## config.mk

```make
export PLATFORM = sky130hd
export DESIGN_NAME = echo_reply_tracker_core
export DESIGN_NICKNAME = d
export VERILOG_FILES = /design/src/hw/rtl/ert_pkg.sv /design/src/hw/rtl/ert_dup_table.sv /design/src/hw/rtl/ert_trip_calc.sv /design/src/hw/rtl/ert_update.sv /design/src/hw/rtl/echo_reply_tracker_core.sv
export SDC_FILE = /design/constraint.sdc
export NUM_CORES = 2
export LEC_CHECK = 0
export BUFFER_PORTS_ARGS = -buffer_cell sky130_fd_sc_hd__buf_2
export CAP_MARGIN = 20
export CORE_MARGIN = 10
export CORE_UTILIZATION = 40
export CTS_CLUSTER_DIAMETER = 100
export DETAILED_ROUTE_END_ITERATION = 10
export PLACE_DENSITY = 0.67
export SYNTH_ARGS = -nofsm -noshare
export SYNTH_HDL_FRONTEND = slang
export SYNTH_SLANG_ARGS = --single-unit
```

## constraint.sdc

```tcl
create_clock -name clk -period 45.1 [get_ports clk]
set_clock_uncertainty 0.05 [all_clocks]
set_input_delay 9.02 -clock clk [delete_from_list [all_inputs] [get_ports clk]]
set_output_delay 9.02 -clock clk [all_outputs]
set_load 0.005 [all_outputs]
```

## src/hw/rtl/ert_pkg.sv

```systemverilog
// Shared types and constants of the echo reply tracker.
`default_nettype none

package ert_pkg;

    localparam int DUP_BITS  = 1024;
    localparam int SLOT_W    = $clog2(DUP_BITS);
    localparam logic [SLOT_W-1:0] SLOT_LAST = SLOT_W'(DUP_BITS - 1);

    localparam int CFG_IDX_W = 8;
    localparam int CFG_DAT_W = 16;
    localparam int IN_DATA_W  = 168;
    localparam int OUT_DATA_W = 296;

    localparam int CNT_W  = 32;
    localparam int TRIP_W = 40;
    localparam int SUM_W  = 48;

    localparam logic [CFG_IDX_W-1:0] REG_MY_ID      = CFG_IDX_W'(0);
    localparam logic [CFG_IDX_W-1:0] REG_MIN_LENGTH = CFG_IDX_W'(1);
    localparam logic [15:0]          MIN_LENGTH_RST = 16'd64;

    localparam logic [7:0] MSG_ECHO_REPLY   = 8'd0;
    localparam logic [7:0] MSG_ECHO_REQUEST = 8'd8;

    typedef enum logic [2:0] {
        ST_SENT      = 3'd0,
        ST_TOO_SHORT = 3'd1,
        ST_NOT_OURS  = 3'd2,
        ST_REPLY     = 3'd3,
        ST_DUP_REPLY = 3'd4,
        ST_OTHER     = 3'd5,
        ST_OWN_REQ   = 3'd6
    } status_t;

    typedef struct packed {
        logic        op;
        logic [15:0] total_length;
        logic [3:0]  header_words;
        logic [7:0]  msg_type;
        logic [15:0] echo_ident;
        logic [15:0] echo_seq;
        logic [31:0] sent_sec;
        logic [19:0] sent_usec;
        logic [31:0] now_sec;
        logic [19:0] now_usec;
    } item_t;

    typedef struct packed {
        status_t           status;
        logic [15:0]       seq_out;
        logic [15:0]       payload_bytes;
        logic [TRIP_W-1:0] trip_time;
        logic [CNT_W-1:0]  sent_count;
        logic [CNT_W-1:0]  received_count;
        logic [CNT_W-1:0]  duplicate_count;
        logic [TRIP_W-1:0] min_trip;
        logic [TRIP_W-1:0] max_trip;
        logic [SUM_W-1:0]  trip_sum;
    } result_t;

    typedef struct packed {
        logic              we;
        logic [SLOT_W-1:0] addr;
        logic              data;
    } dup_wr_t;

endpackage

`default_nettype wire

```

## src/hw/rtl/ert_dup_table.sv

```systemverilog
// Duplicate bitmap memory with post-reset clearing pass and write forwarding.
`default_nettype none

module ert_dup_table (
    input  wire logic                      clk,
    input  wire logic                      rst_n,
    input  wire logic                      rd_en,
    input  wire logic [ert_pkg::SLOT_W-1:0] rd_addr,
    input  wire ert_pkg::dup_wr_t          wr,
    input  wire logic                      wr_en,
    output logic                           seen,
    output logic                           busy
);
    import ert_pkg::*;

    logic              mem [DUP_BITS];
    logic              rd_data_reg;
    logic              fwd_vld_reg;
    logic              fwd_bit_reg;
    logic              clr_busy_reg;
    logic [SLOT_W-1:0] clr_idx_reg;

    logic              we;
    logic [SLOT_W-1:0] waddr;
    logic              wdata;
    logic              item_we;

    assign item_we = wr_en && wr.we;

    always_comb
    begin
        if (clr_busy_reg)
        begin
            we    = 1'b1;
            waddr = clr_idx_reg;
            wdata = 1'b0;
        end
        else
        begin
            we    = item_we;
            waddr = wr.addr;
            wdata = wr.data;
        end
    end

    always_ff @(posedge clk)
    begin
        if (we)
        begin
            mem[waddr] <= wdata;
        end
        if (rd_en)
        begin
            rd_data_reg <= mem[rd_addr];
        end
    end

    always_ff @(posedge clk or negedge rst_n)
    begin
        if (!rst_n)
        begin
            clr_busy_reg <= 1'b1;
            clr_idx_reg  <= '0;
            fwd_vld_reg  <= 1'b0;
            fwd_bit_reg  <= 1'b0;
        end
        else
        begin
            if (clr_busy_reg)
            begin
                clr_idx_reg <= SLOT_W'(clr_idx_reg + 1'b1);
                if (clr_idx_reg == SLOT_LAST)
                begin
                    clr_busy_reg <= 1'b0;
                end
            end
            // forward a write landing on the slot being read in the same cycle
            if (rd_en)
            begin
                fwd_vld_reg <= item_we && (wr.addr == rd_addr);
                fwd_bit_reg <= wr.data;
            end
        end
    end

    assign seen = fwd_vld_reg ? fwd_bit_reg : rd_data_reg;
    assign busy = clr_busy_reg;

endmodule

`default_nettype wire

```

## src/hw/rtl/ert_trip_calc.sv

```systemverilog
// Round-trip time in 100 microsecond ticks from send and receive timestamps.
`default_nettype none

module ert_trip_calc (
    input  wire logic [31:0]              sent_sec,
    input  wire logic [19:0]              sent_usec,
    input  wire logic [31:0]              now_sec,
    input  wire logic [19:0]              now_usec,
    output logic [ert_pkg::TRIP_W-1:0]    trip
);
    import ert_pkg::*;

    localparam int USEC_PER_TICK = 100;
    localparam int DIV_SHIFT     = 28;
    localparam logic [42:0] DIV_RECIP =
        43'(((64'd1 << DIV_SHIFT) + USEC_PER_TICK - 1) / USEC_PER_TICK);
    localparam logic signed [21:0] USEC_PER_SEC  = 22'sd1000000;
    localparam logic signed [49:0] TICKS_PER_SEC = 50'sd10000;

    logic signed [33:0] dsec;
    logic signed [33:0] dsec_adj;
    logic signed [21:0] dus;
    logic signed [21:0] dus_adj;
    logic               borrow;
    logic               neg;
    logic [20:0]        mag;
    logic [42:0]        prod;
    logic [13:0]        quot;
    logic signed [49:0] ticks;
    logic signed [49:0] total;

    always_comb
    begin
        dsec     = $signed({2'b00, now_sec}) - $signed({2'b00, sent_sec});
        dus      = $signed({2'b00, now_usec}) - $signed({2'b00, sent_usec});
        borrow   = dus[21];
        dsec_adj = dsec - $signed({33'd0, borrow});
        dus_adj  = borrow ? dus + USEC_PER_SEC : dus;
        // divide by 100 truncating toward zero
        neg      = dus_adj[21];
        mag      = neg ? 21'(-dus_adj) : 21'(dus_adj);
        prod     = 43'(mag) * DIV_RECIP;
        quot     = 14'(prod >> DIV_SHIFT);
        ticks    = $signed({{16{dsec_adj[33]}}, dsec_adj}) * TICKS_PER_SEC;
        total    = neg ? ticks - $signed({36'd0, quot}) : ticks + $signed({36'd0, quot});
        if (total[49])
        begin
            trip = '0;
        end
        else if (|total[48:TRIP_W])
        begin
            trip = '1;
        end
        else
        begin
            trip = total[TRIP_W-1:0];
        end
    end

endmodule

`default_nettype wire

```

## src/hw/rtl/ert_update.sv

```systemverilog
// Packet classification and saturating statistics registers.
`default_nettype none

module ert_update (
    input  wire logic                     clk,
    input  wire logic                     rst_n,
    input  wire logic                     adv,
    input  wire ert_pkg::item_t           item,
    input  wire logic [15:0]              my_id,
    input  wire logic [15:0]              min_length,
    input  wire logic                     seen,
    input  wire logic [ert_pkg::TRIP_W-1:0] trip,
    output ert_pkg::result_t              res,
    output ert_pkg::dup_wr_t              wr
);
    import ert_pkg::*;

    logic [CNT_W-1:0]  tx_reg,  tx_next;
    logic [CNT_W-1:0]  rx_reg,  rx_next;
    logic [CNT_W-1:0]  dup_reg, dup_next;
    logic [TRIP_W-1:0] min_reg, min_next;
    logic [TRIP_W-1:0] max_reg, max_next;
    logic [SUM_W-1:0]  sum_reg, sum_next;

    logic [5:0]        hbytes;
    logic [15:0]       payload;
    logic [SUM_W:0]    sum_wide;

    function automatic logic [CNT_W-1:0] sat_inc(input logic [CNT_W-1:0] c);
        return (&c) ? c : CNT_W'(c + 1'b1);
    endfunction

    always_comb
    begin
        hbytes   = {item.header_words, 2'b00};
        payload  = (item.total_length >= {10'd0, hbytes}) ?
                   16'(item.total_length - {10'd0, hbytes}) : 16'd0;
        sum_wide = {1'b0, sum_reg} + {{(SUM_W - TRIP_W + 1){1'b0}}, trip};

        tx_next  = tx_reg;
        rx_next  = rx_reg;
        dup_next = dup_reg;
        min_next = min_reg;
        max_next = max_reg;
        sum_next = sum_reg;
        wr       = '0;

        res               = '0;
        res.status        = ST_SENT;

        if (!item.op)
        begin
            res.seq_out = tx_reg[15:0];
            wr.we       = 1'b1;
            wr.addr     = tx_reg[SLOT_W-1:0];
            wr.data     = 1'b0;
            tx_next     = sat_inc(tx_reg);
        end
        else
        begin
            res.seq_out       = item.echo_seq;
            res.payload_bytes = payload;
            if (item.total_length < min_length)
            begin
                res.status = ST_TOO_SHORT;
            end
            else if (item.echo_ident != my_id)
            begin
                res.status = ST_NOT_OURS;
            end
            else if (item.msg_type == MSG_ECHO_REPLY)
            begin
                res.trip_time = trip;
                sum_next = sum_wide[SUM_W] ? '1 : sum_wide[SUM_W-1:0];
                min_next = (trip < min_reg) ? trip : min_reg;
                max_next = (trip > max_reg) ? trip : max_reg;
                if (seen)
                begin
                    dup_next   = sat_inc(dup_reg);
                    res.status = ST_DUP_REPLY;
                end
                else
                begin
                    wr.we      = 1'b1;
                    wr.addr    = item.echo_seq[SLOT_W-1:0];
                    wr.data    = 1'b1;
                    rx_next    = sat_inc(rx_reg);
                    res.status = ST_REPLY;
                end
            end
            else if (item.msg_type == MSG_ECHO_REQUEST)
            begin
                res.status = ST_OWN_REQ;
            end
            else
            begin
                res.status = ST_OTHER;
            end
        end

        res.sent_count      = tx_next;
        res.received_count  = rx_next;
        res.duplicate_count = dup_next;
        res.min_trip        = min_next;
        res.max_trip        = max_next;
        res.trip_sum        = sum_next;
    end

    always_ff @(posedge clk or negedge rst_n)
    begin
        if (!rst_n)
        begin
            tx_reg  <= '0;
            rx_reg  <= '0;
            dup_reg <= '0;
            min_reg <= '1;
            max_reg <= '0;
            sum_reg <= '0;
        end
        else if (adv)
        begin
            tx_reg  <= tx_next;
            rx_reg  <= rx_next;
            dup_reg <= dup_next;
            min_reg <= min_next;
            max_reg <= max_next;
            sum_reg <= sum_next;
        end
    end

endmodule

`default_nettype wire

```

## src/hw/rtl/echo_reply_tracker_core.sv

```systemverilog
// Echo reply tracker top level: input stage, result register, configuration.
//
// Input words arrive on s_axis: tuser carries op (0 send, 1 received packet),
// tdata the packet fields. Each accepted word yields exactly one result word
// on m_axis, with the status code in tuser and the updated statistics in tdata.
// Registers my_id (index 0) and min_length (index 1) are written on the cfg
// channel, which is always ready; write them only while the block is idle.
// A word that is accepted is registered in the input stage, and its result is
// loaded into the output register when the input stage advances.
// Throughput: one word per cycle unless m_axis_tready stalls it, set by the
// single pass from the input stage through the trip arithmetic and the bitmap
// read-modify-write. After reset the duplicate bitmap is swept to zero, one bit
// per cycle over all 1024 bits; s_axis_tready stays low until the sweep ends.
// When m_axis_tready is low the output register holds, the input stage holds
// one more word, and then s_axis_tready drops until the result is taken.
`default_nettype none

module echo_reply_tracker_core (
    input  wire logic                            clk,
    input  wire logic                            rst_n,
    input  wire logic                            s_axis_tvalid,
    output logic                                 s_axis_tready,
    // total_length, header_words, msg_type, echo_ident, echo_seq,
    // sent_sec, sent_usec, now_sec, now_usec, zero pad
    input  wire logic [ert_pkg::IN_DATA_W-1:0]   s_axis_tdata,
    // op
    input  wire logic [0:0]                      s_axis_tuser,
    output logic                                 m_axis_tvalid,
    input  wire logic                            m_axis_tready,
    // seq_out, payload_bytes, trip_time, sent_count, received_count,
    // duplicate_count, min_trip, max_trip, trip_sum
    output logic [ert_pkg::OUT_DATA_W-1:0]       m_axis_tdata,
    // status
    output logic [2:0]                           m_axis_tuser,
    input  wire logic                            cfg_valid,
    output logic                                 cfg_ready,
    input  wire logic [ert_pkg::CFG_IDX_W-1:0]   cfg_index,
    input  wire logic [ert_pkg::CFG_DAT_W-1:0]   cfg_data
);
    import ert_pkg::*;

    item_t             in_item;
    item_t             st_item_reg;
    logic              st_vld_reg;
    result_t           out_res_reg;
    logic              out_vld_reg;
    logic [15:0]       my_id_reg;
    logic [15:0]       min_len_reg;

    logic              accept;
    logic              adv;
    logic              seen;
    logic              clr_busy;
    logic [TRIP_W-1:0] trip;
    result_t           res;
    dup_wr_t           wr;

    assign in_item.op           = s_axis_tuser[0];
    assign in_item.total_length = s_axis_tdata[15:0];
    assign in_item.header_words = s_axis_tdata[19:16];
    assign in_item.msg_type     = s_axis_tdata[27:20];
    assign in_item.echo_ident   = s_axis_tdata[43:28];
    assign in_item.echo_seq     = s_axis_tdata[59:44];
    assign in_item.sent_sec     = s_axis_tdata[91:60];
    assign in_item.sent_usec    = s_axis_tdata[111:92];
    assign in_item.now_sec      = s_axis_tdata[143:112];
    assign in_item.now_usec     = s_axis_tdata[163:144];

    assign adv           = st_vld_reg && (!out_vld_reg || m_axis_tready);
    assign s_axis_tready = !clr_busy && (!st_vld_reg || adv);
    assign accept        = s_axis_tvalid && s_axis_tready;
    assign cfg_ready     = 1'b1;

    ert_dup_table u_dup_table (
        .clk     (clk),
        .rst_n   (rst_n),
        .rd_en   (accept),
        .rd_addr (in_item.echo_seq[SLOT_W-1:0]),
        .wr      (wr),
        .wr_en   (adv),
        .seen    (seen),
        .busy    (clr_busy)
    );

    ert_trip_calc u_trip_calc (
        .sent_sec  (st_item_reg.sent_sec),
        .sent_usec (st_item_reg.sent_usec),
        .now_sec   (st_item_reg.now_sec),
        .now_usec  (st_item_reg.now_usec),
        .trip      (trip)
    );

    ert_update u_update (
        .clk        (clk),
        .rst_n      (rst_n),
        .adv        (adv),
        .item       (st_item_reg),
        .my_id      (my_id_reg),
        .min_length (min_len_reg),
        .seen       (seen),
        .trip       (trip),
        .res        (res),
        .wr         (wr)
    );

    always_ff @(posedge clk)
    begin
        if (accept)
        begin
            st_item_reg <= in_item;
        end
        if (adv)
        begin
            out_res_reg <= res;
        end
    end

    always_ff @(posedge clk or negedge rst_n)
    begin
        if (!rst_n)
        begin
            st_vld_reg  <= 1'b0;
            out_vld_reg <= 1'b0;
            my_id_reg   <= '0;
            min_len_reg <= MIN_LENGTH_RST;
        end
        else
        begin
            if (accept)
            begin
                st_vld_reg <= 1'b1;
            end
            else if (adv)
            begin
                st_vld_reg <= 1'b0;
            end

            if (adv)
            begin
                out_vld_reg <= 1'b1;
            end
            else if (m_axis_tready)
            begin
                out_vld_reg <= 1'b0;
            end

            if (cfg_valid && cfg_ready)
            begin
                case (cfg_index)
                    REG_MY_ID:      my_id_reg   <= cfg_data;
                    REG_MIN_LENGTH: min_len_reg <= cfg_data;
                    default:        ;
                endcase
            end
        end
    end

    assign m_axis_tvalid = out_vld_reg;
    assign m_axis_tuser  = out_res_reg.status;
    assign m_axis_tdata  = {out_res_reg.trip_sum,
                            out_res_reg.max_trip,
                            out_res_reg.min_trip,
                            out_res_reg.duplicate_count,
                            out_res_reg.received_count,
                            out_res_reg.sent_count,
                            out_res_reg.trip_time,
                            out_res_reg.payload_bytes,
                            out_res_reg.seq_out};

    a_no_accept_while_clearing: assert property (
        @(posedge clk) disable iff (!rst_n) clr_busy |-> !s_axis_tready)
        else $error("input accepted during bitmap sweep");

    a_stage_holds_on_stall: assert property (
        @(posedge clk) disable iff (!rst_n)
        (st_vld_reg && !adv) |=> (st_vld_reg && $stable(st_item_reg)))
        else $error("input stage lost a word while stalled");

    a_dup_needs_seen_bit: assert property (
        @(posedge clk) disable iff (!rst_n)
        (adv && res.status == ST_DUP_REPLY) |-> (seen && !wr.we))
        else $error("duplicate reply without a set bitmap bit");

    a_min_below_max: assert property (
        @(posedge clk) disable iff (!rst_n)
        (out_vld_reg && (out_res_reg.received_count != '0 ||
                         out_res_reg.duplicate_count != '0))
        |-> (out_res_reg.min_trip <= out_res_reg.max_trip))
        else $error("min trip above max trip after a reply");

endmodule

`default_nettype wire

```

==> Implementation_results.wiki <==
{| class="wikitable"
! Metric !! Value
|-
| Remaining antenna violation count || 0
|-
| Register area share after synthesis || 52.2%
|-
| CP Capture Type || register
|-
| Fraction of registers with async set/reset || 15.4%
|-
| Number of buffers inserted by hold repair at cts || 0
|-
| Starting DRC count in detailed routing || 6662
|-
| PortBufs || 494
|-
| Antenna violations before repair || 10
|-
| Pin slew with the least headroom to its limit || 1100 ps
|-
| Arr. time, crit path || 22500 ps
|-
| Vias per inst || 5.52
|-
| First-pass GRT wire length || 409000 microns
|-
| Register area || 0.0515 sq mm
|-
| Most repeated library cell on the critical path || a21oi_1
|-
| Inserted Clock Buffers || 181
|-
| Status || complete, no violations
|-
| Delay of the slowest critical-path stage || 840 ps
|-
| Worst r2r path cells || 72
|-
| Routed WL || 272000 microns
|-
| Cell count after synthesis || 8156
|-
| Number of fill cells || 21800
|-
| Max stage delay cell, worst path || a2111oi_0
|-
| Maximum clock path buffer count || 3
|-
| CTS tree || done
|-
| Number of register bits inferred by synthesis || 1760
|-
| Final Max Slew Viols || 0
|-
| Aggregate negative setup slack || 0 ps
|-
| Post-CTS setup buffer count || 0
|-
| Top area cells in the synthesized netlist || edfxtp_1 (45%), mux4_2 (7.8%), ha_1 (7.6%), dfrtp_1 (5.8%), nor2_1 (5.3%)
|-
| Hold Vio Cnt, Final || 0
|-
| Maximum clock frequency || 0.0453 GHz
|-
| Remaining routing DRC violations || 0
|-
| Standard-cell rows || 182
|-
| Yosys cell types || 101
|-
| Peak fanout along the critical path || 46
|-
| Number of primary I/O pins || 500
|-
| Net total in the final layout || 9582
|-
| Cell count of the worst hold path || 2
|-
| Starting utilization of the core area || 40.2%
|-
| Hpwl dp || 186000 microns
|-
| Synthesized area per cell || 12.1 sq um
|-
| Share of the cycle needed by the critical path after routing || 48.9%
|-
| Chip Height || 517 microns
|-
| Hold Crit Class || reg -> reg
|-
| Synth Cell Area || 0.0987 sq mm
|-
| Insertion delay to the later sink of the worst-skew pair || 880 ps
|-
| RSZ-0062 raised after global routing || no
|-
| Number of H-tree branching levels || 4
|-
| Die width || 517 microns
|-
| Largest net degree at the start of global routing || 145
|-
| Final Setup Violations || 0
|-
| Synthesis-to-layout area growth || 12.9%
|-
| Number of synthesized flops with an enable pin || 1489
|-
| Iteration count of the initial detailed-routing pass || 5
|-
| Max FFs per register || 1024
|-
| Critical Path RT || 45530 ps
|-
| Share of layout cells above drive strength 1 || 16.6%
|-
| Proportion of netlist area held by the largest area contributor || 45.3%
|-
| CP Launch Type || register
|-
| # clock sinks || 1760
|-
| Slew headroom || 25.9%
|-
| Final weighted congestion in routability-driven placement || 0.910
|-
| Root Buffer Master || clkbuf_16
|-
| Max-cap violation count || 0
|-
| Number of vias after detailed routing || 65800
|-
| Number of nets in the synthesized netlist || 9206
|-
| Vias in the first global route || 66600
|-
| Placeable core region || 0.246 sq mm
|-
| Library cell with the largest summed area after synthesis || edfxtp_1
|-
| Post-cts repair resize count || 0
|-
| Overflow left after global routing || 0
|-
| Area of combinational cells with multiple inputs || 0.0429 sq mm
|-
| Top flip-flop cell by instance count after synthesis || edfxtp_1
|-
| Synth Warn # || 0
|-
| Fin crit period || 22070 ps
|-
| Full die area || 0.267 sq mm
|-
| Clock transition at the registers of the reported paths || 60 ps
|-
| Routed length per instance || 22.8 microns
|-
| Total routing usage reported by global routing || 19.8%
|-
| Critical path type || reg -> reg
|}
-- through the flow --
stage                     setup WS [ps]  instances  hold slack [ps]  util, %  instance area [sq um]
after global routing              21340      11900              453     45.3                 111000
after global placement            23360      11600              411     42.5                 104000
final                             23030      11900              430     45.3                 111000
after detailed placement          23220      11600              420     42.5                 104000
after CTS                         23210      11900              432     45.1                 111000
after floorplan                   14480       8156              400        -                  98700
-- metal layers --
| metal | track usage [%] | share of wire, % | vias up |
|---|---|---|---|
| met1 | 25.9 | 40 | 33200 |
| met3 | 3.28 | 7.5 | 477 |
| li1 | - | - | 29700 |
| met4 | 7.89 | 4.2 | 2 |
| met2 | 33.0 | 48 | 2463 |
| met5 | 0 | 0.0048 | - |
-- synth_stat cells (65+ instances only) --
cell type,count
a21o_1,93
a21oi_1,231
clkbuf_1,358
dfrtp_1,229
edfxtp_1,1489
fa_1,252
ha_1,600
inv_1,736
mux4_2,341
nand2_1,445
nand3_1,112
nand4_1,86
nor2_1,1394
nor3_1,86
o21ai_0,258
o22a_1,65
xnor2_1,267
xor2_1,177
-- path summary, 6_finish.rpt --
kind                       slack [ps]                        startpoint                                to
setup / recovery                23030          st_item_reg[4]$_DFFE_PP_       m_axis_tdata[281]$_DFFE_PP_
hold / removal                    430  u_update.max_reg[31]$_DFFE_PN0P_  u_update.max_reg[31]$_DFFE_PN0P_
setup reg to reg                23030          st_item_reg[4]$_DFFE_PP_       m_axis_tdata[281]$_DFFE_PP_
hold reg to reg                   430  u_update.max_reg[31]$_DFFE_PN0P_  u_update.max_reg[31]$_DFFE_PN0P_
max in group asynchronous       34540                             rst_n  u_update.sum_reg[26]$_DFFE_PN0P_
min in group asynchronous        8120                             rst_n  u_update.dup_reg[16]$_DFFE_PN0P_
-- layout by cell type, fill, tap and decap left out, types with 42 or more instances in the layout --
cell	synthesis	final
a21o_1	93	93
a21oi_1	231	231
and3_1	57	57
buf_2	13	489
buf_4	1	97
clkbuf_16	0	181
dfrtp_1	229	229
dfstp_2	42	42
edfxtp_1	1489	1489
fa_1	252	252
ha_1	600	600
inv_1	736	734
mux2_2	57	57
mux2i_1	54	54
mux4_2	341	341
nand2_1	445	442
nand2b_1	57	57
nand3_1	112	112
nand4_1	86	86
nor2_1	1394	1390
nor3_1	86	85
o21ai_0	258	258
o21ai_1	47	47
o22a_1	65	65
xnor2_1	267	267
xor2_1	177	177
-- final cells by class --
type                    instances  area share [%]
flip-flops and latches       1760            46.3
multi-input cells            5245            38.5
clock buffers                 217            4.28
well taps                    3220            3.62
repair buffers                607            3.31
inverters                     737            2.49
clock inverters               119            1.44
diodes                         31          0.0696
-- critical path: cells and delay by family (launching register included) --
| family | cells | cell delay [ps] |
|---|---|---|
| AOI/OAI and AO/OA | 36 | 10430 |
| muxes | 1 | 190 |
| and+or+nand+nor | 12 | 3220 |
| buffers and inverters | 8 | 1190 |
| xor gates and xnor gates | 3 | 1040 |
| adders and majority gates | 12 | 5190 |
| DFF | 1 | 370 |
-- cells by family after synthesis --
group / count (synthesis) / synth area share (%)
AND/OR/NAND/NOR: 2480 / 11.0
multiplexers: 452 / 8.98
flip-flops: 1760 / 52.2
other: 1 / 0.00380
adder cells (fa/ha/maj): 852 / 12.7
AO/OA/AOI/OAI: 1015 / 6.69
buffers and inverters: 1151 / 4.41
XOR/XNOR: 445 / 3.96
Power is not shown: default switching activity piles up to over one toggle a cycle in this logic, so the estimate is an artifact.
